File: src/hw/rtl/double_ended_queue_top_assert.svh
// ----------------------------------------------------------------------------
// deque assertion macros
// concurrent checks on clk, disabled while rst_n is low
// ----------------------------------------------------------------------------
`ifndef DOUBLE_ENDED_QUEUE_TOP_ASSERT_SVH
`define DOUBLE_ENDED_QUEUE_TOP_ASSERT_SVH

// condition holds at every clock edge out of reset
`define DEQ_ASSERT_ALWAYS(lbl, cond, msg) \
  lbl: assert property (@(posedge clk) disable iff (!rst_n) (cond)) else $error(msg);

// consequent holds in the cycle after the antecedent
`define DEQ_ASSERT_NEXT(lbl, ante, cons, msg) \
  lbl: assert property (@(posedge clk) disable iff (!rst_n) (ante) |=> (cons)) else $error(msg);

`endif

File: src/hw/rtl/deq_pkg.sv
`timescale 1ns / 1ps
// ----------------------------------------------------------------------------
// deq_pkg
// shared types and field widths of the double-ended queue
// ----------------------------------------------------------------------------
package deq_pkg;

  // request and response field widths
  localparam int OP_W        = 3;
  localparam int VALUE_W     = 32;
  localparam int POS_W       = 10;
  localparam int DATA_W      = 32;
  localparam int STATUS_W    = 2;
  localparam int COUNT_W     = 11;
  localparam int IN_TDATA_W  = 48;
  localparam int OUT_TDATA_W = 48;

  // operation codes
  typedef enum logic [OP_W-1:0] {
    OP_PUSH_BACK  = 3'd0,
    OP_PUSH_FRONT = 3'd1,
    OP_POP_BACK   = 3'd2,
    OP_POP_FRONT  = 3'd3,
    OP_READ_BACK  = 3'd4,
    OP_READ_AT    = 3'd5
  } deq_op_t;

  // response status codes
  typedef enum logic [STATUS_W-1:0] {
    STAT_OK    = 2'd0,
    STAT_EMPTY = 2'd1,
    STAT_FULL  = 2'd2,
    STAT_RANGE = 2'd3
  } deq_status_t;

  // controller to datapath
  typedef struct packed {
    logic capture;    // latch the accepted request
    logic execute;    // run the request against pointers and memory
    logic load_read;  // take registered memory data into the result
  } deq_cmd_t;

  // datapath to controller
  typedef struct packed {
    logic read_hit;   // current request reads an occupied entry
  } deq_stat_t;

endpackage

File: src/hw/rtl/deq_ctrl.sv
`timescale 1ns / 1ps
// ----------------------------------------------------------------------------
// deq_ctrl
// request sequencer: accept, execute, optional memory read, respond
// ----------------------------------------------------------------------------
module deq_ctrl (
  input  logic               clk,
  input  logic               rst_n,
  input  logic               in_tvalid,
  output logic               in_tready,
  output logic               out_tvalid,
  input  logic               out_tready,
  output deq_pkg::deq_cmd_t  cmd,
  input  deq_pkg::deq_stat_t stat
);

  typedef enum logic [3:0] {
    S_IDLE   = 4'b0001,
    S_ACCESS = 4'b0010,
    S_READ   = 4'b0100,
    S_RESP   = 4'b1000
  } state_t;

  state_t state_r, state_nxt;

  // next state
  always_comb begin
    state_nxt = state_r;
    case (state_r)
      S_IDLE: begin
        if (in_tvalid) state_nxt = S_ACCESS;
      end
      S_ACCESS: begin
        state_nxt = stat.read_hit ? S_READ : S_RESP;
      end
      S_READ: begin
        state_nxt = S_RESP;
      end
      S_RESP: begin
        if (out_tready) state_nxt = S_IDLE;
      end
      default: begin
        state_nxt = S_IDLE;
      end
    endcase
  end

  // state register
  always_ff @(posedge clk) begin
    if (!rst_n) begin
      state_r <= S_IDLE;
    end else begin
      state_r <= state_nxt;
    end
  end

  // handshakes and datapath commands
  assign in_tready     = (state_r == S_IDLE);
  assign out_tvalid    = (state_r == S_RESP);
  assign cmd.capture   = (state_r == S_IDLE) && in_tvalid;
  assign cmd.execute   = (state_r == S_ACCESS);
  assign cmd.load_read = (state_r == S_READ);

`include "double_ended_queue_top_assert.svh"

  `DEQ_ASSERT_ALWAYS(a_no_overlap, !(in_tready && out_tvalid), "accept during response")
  `DEQ_ASSERT_NEXT(a_accept_exec, in_tvalid && in_tready, cmd.execute, "request not executed")

endmodule

File: config.mk
export PLATFORM = sky130hd
export DESIGN_NAME = deq_ctrl
export DESIGN_NICKNAME = d
export VERILOG_FILES = /design/src/hw/rtl/deq_pkg.sv /design/src/hw/rtl/deq_ctrl.sv
export VERILOG_INCLUDE_DIRS = /design/src /design/src/hw/rtl
export SDC_FILE = /design/constraint.sdc
export NUM_CORES = 1
export LEC_CHECK = 0
export BUFFER_PORTS_ARGS = -buffer_cell sky130_fd_sc_hd__buf_2
export CORE_AREA = 2 2 39 41
export DETAILED_ROUTE_END_ITERATION = 7
export DIE_AREA = 0 0 41 43
export PLACE_DENSITY = 0.42
export SETUP_SLACK_MARGIN = 0.3
export SLEW_MARGIN = 25
export SYNTH_ARGS = -nofsm -noshare
export SYNTH_HDL_FRONTEND = slang
export SYNTH_SLANG_ARGS = --single-unit
File: constraint.sdc
create_clock -name clk -period 1.3 [get_ports clk]
set_clock_uncertainty 0.15 [all_clocks]
set_input_delay 0.26 -clock clk [delete_from_list [all_inputs] [get_ports clk]]
set_output_delay 0.26 -clock clk [all_outputs]
set_load 0.05 [all_outputs]
==> summary.md <==
| Metric | Value |
|---|---|
| Clock Latency Late Sink | `0.23 ns` |
| Crit path kind | `flip-flop to output port` |
| I/O pin count | `10` |
| Largest net degree at the start of global routing | `7` |
| Synthesis Warnings | `0` |
| Die X | `41 µm` |
| DRC violations left | `0` |
| Min cycle time layout | `1.644 ns` |
| Synth top area cells | `dfxtp_1 (33%), nor3b_2 (10%), nor4b_4 (9.8%), nor3b_1 (6.2%), and3_1 (5.2%)` |
| Synth Area per Inst | `11.03 µm²` |
| HPWL after DPL | `467.9 µm` |
| Worst setup margin | `-0.3441 ns` |
| Layout cells sized above 1 | `0.8000` |
| Pre-Repair DR Iteration Count | `3` |
| Drt wl/cell | `10.36 µm` |
| Top flop regs | `state_r: 4 flops` |
| Worst-path cell chain | `nor4b_4 > and2_4 > buf_8` |
| Final period util | `1.265` |
| H-tree depth | `1` |
| Initial core utilization | `0.1754` |
| Global-route wire length before repair | `966 µm` |
| Crit Path Max Fanout | `5` |
| WP data required | `0.89 ns` |
| Biggest register | `state_r` |
| Setup crit end kind | `output port` |
| Most frequent cells in the layout | `buf_6 (5), buf_2 (4), buf_4 (4)` |
| Sink Count | `4` |
| Reg2Reg Setup Slack | `0.04 ns` |
| RePlAce Congestion | `0.6840` |
| Area of the core | `1384 µm²` |
| Vias per cell | `4.232` |
| Global route overflow | `0` |
| Synth Instances | `22` |
| Least-Margin Pin Slew | `0.2535 ns` |
| Register area | `86.33 µm²` |
| Vias in the first global route | `249` |
| Syn nets | `27` |
| Slowest CP cell | `dfxtp_2` |
| Most common library cell in the layout ignoring fill and taps | `buf_6` |
| Post-synthesis register bit count | `4` |
| Total Nets Final | `47` |
| CTS tree | `built` |
| Share of the synthesized area in the top cell type | `0.3299` |
| PortBufs | `9` |
| Multi-input logic area | `181.4 µm²` |
| Filler cell count | `149` |
| # rows | `14` |
| Cts-stage hold buffer count | `0` |
| Hold_sp | `stat` |
| Area growth, synth to finish | `91.75%` |
| Reg clk slew, reported paths | `0.04 ns` |
| Dpl ws | `-0.2135 ns` |
| Hold path endpoint | `state_r[2]$_SDFFE_PN0P_` |
| Startpoint Class | `flip-flop` |
| Hold Vio Cnt, Final | `0` |
| Vias | `237` |
| Min Hold Slack | `0.1403 ns` |
| Die Y | `43 µm` |
| Diode count | `0` |
| Failing checks | `negative setup slack` |
| GRT Util Overall | `0.08425` |
| Cts bufs inserted | `3` |
| 1st-iter DRT viols | `7` |
| Lkg Pwr | `0.2209 nW` |
| Max cap viols | `0` |
| VDD IR max | `0.0003715 V` |
| Max stage delay on crit path | `0.35 ns` |
| Final WL | `580 µm` |
| Slew headroom | `0.8303` |
| CTS root buf | `clkbuf_4` |
| Final slew viol count | `0` |
| Sequential fraction of the synthesis area | `0.3299` |
| RR Startpoint | `state_r[2]$_SDFFE_PN0P_` |
| Final core occ | `0.3363` |
| Synth Cell Area | `242.7 µm²` |
| Run status | `complete, but fails checks` |
| Reg2reg end | `state_r[3]$_SDFFE_PN0P_` |
| Unrepaired setup endpoints after global routing | `true` |
| Pwr dens | `881.9 nW/µm²` |
| Worst R2R Path Depth | `3` |
| CTS Buffer Depth | `2` |
| Yosys top cell by area | `dfxtp_1` |
| Hold path depth | `2` |
| Antenna Nets Post-Route | `0` |
| Max FFs per register | `4` |
| Die area | `1763 µm²` |
| HP Class | `input pin to flip-flop` |
| Initial antenna violation count | `0` |
| Crit path DAT | `1.23 ns` |
| Fmax | `608.2 MHz` |
| Final setup fails | `5` |
| Distinct cells, synth | `15` |
critical path, delay by kind of cell (launching register included):
kind                   cells  cell delay (ns)
flip-flops                 1             0.35
AND/OR/NAND/NOR            2             0.51
buffers and inverters      1             0.14
synth_stat cells:
cell type and number:
dfxtp_1 4, and3_1 2, nor2b_1 2, nor3b_1 2, nor3b_2 2, a211o_1 1
a21oi_2 1, and2_1 1, and2b_1 1, buf_6 1, inv_1 1, nor4b_1 1
nor4b_4 1, o311a_2 1, o31ai_1 1
through the flow:
| step | std cells | power (mW) | setup TNS, ns | instance area [µm²] |
|---|---|---|---|---|
| floorplan | 22 | 0.2057 | -2.415 | 259.0 |
| global placement | 52 | 0.2288 | -0.8005 | 357.8 |
| detailed placement | 52 | 0.2297 | -0.8197 | 357.8 |
| CTS | 55 | 0.3992 | -1.452 | 437.9 |
| global route | 56 | 0.4350 | -1.713 | 465.4 |
| finish | 56 | 0.4105 | -1.433 | 465.4 |
cells by family after synthesis:
logic type | after synthesis | synth area share
buffers and inverters | 2 | 0.06184
flip-flops | 4 | 0.3299
AO/OA/AOI/OAI | 4 | 0.1495
AND/OR/NAND/NOR | 12 | 0.4587
layer usage:
metal	wire length [µm]	up-vias	track usage
li1	-	119	-
met3	20	0	0.04712
met5	0	-	0
met4	0	0	0.06000
met2	336	3	0.1219
met1	223	115	0.08654
worst max path at each step:
stage	start	endpoint	cells after the start
floorplan	state_r[1]$_SDFFE_PN0P_	cmd[2]	3
global placement	state_r[3]$_SDFFE_PN0P_	cmd[2]	3
detailed placement	state_r[3]$_SDFFE_PN0P_	cmd[2]	3
CTS	state_r[2]$_SDFFE_PN0P_	cmd[2]	3
global route	state_r[2]$_SDFFE_PN0P_	cmd[2]	3
finish	state_r[2]$_SDFFE_PN0P_	cmd[2]	3
power by group:
part / switching, mW / leakage (nW) / internal [mW] / total (mW)
registers: 0.00656 / 0.0344 / 0.128 / 0.134
logic: 0.0617 / 0.173 / 0.0638 / 0.126
clock network: 0.0475 / 0.0138 / 0.103 / 0.151
what timing repair did:
| item | CTS | global route |
|---|---|---|
| setup buffers | 0 | 1 |
| resized for setup | 18 | 6 |
| setup endpoints to repair | 9 | 9 |
| endpoints found under the hold margin | 0 | 0 |
| pin swaps | 2 | 2 |
area by class of cell:
cell class / instances / share of cell area
Clock buffer: 3 / 0.04839
Inverter: 1 / 0.008065
Multi-Input combinational cell: 16 / 0.3898
Sequential cell: 4 / 0.1855
Tap cell: 16 / 0.04301
Timing Repair Buffer: 16 / 0.3253
(Power assumes the default switching activity.)
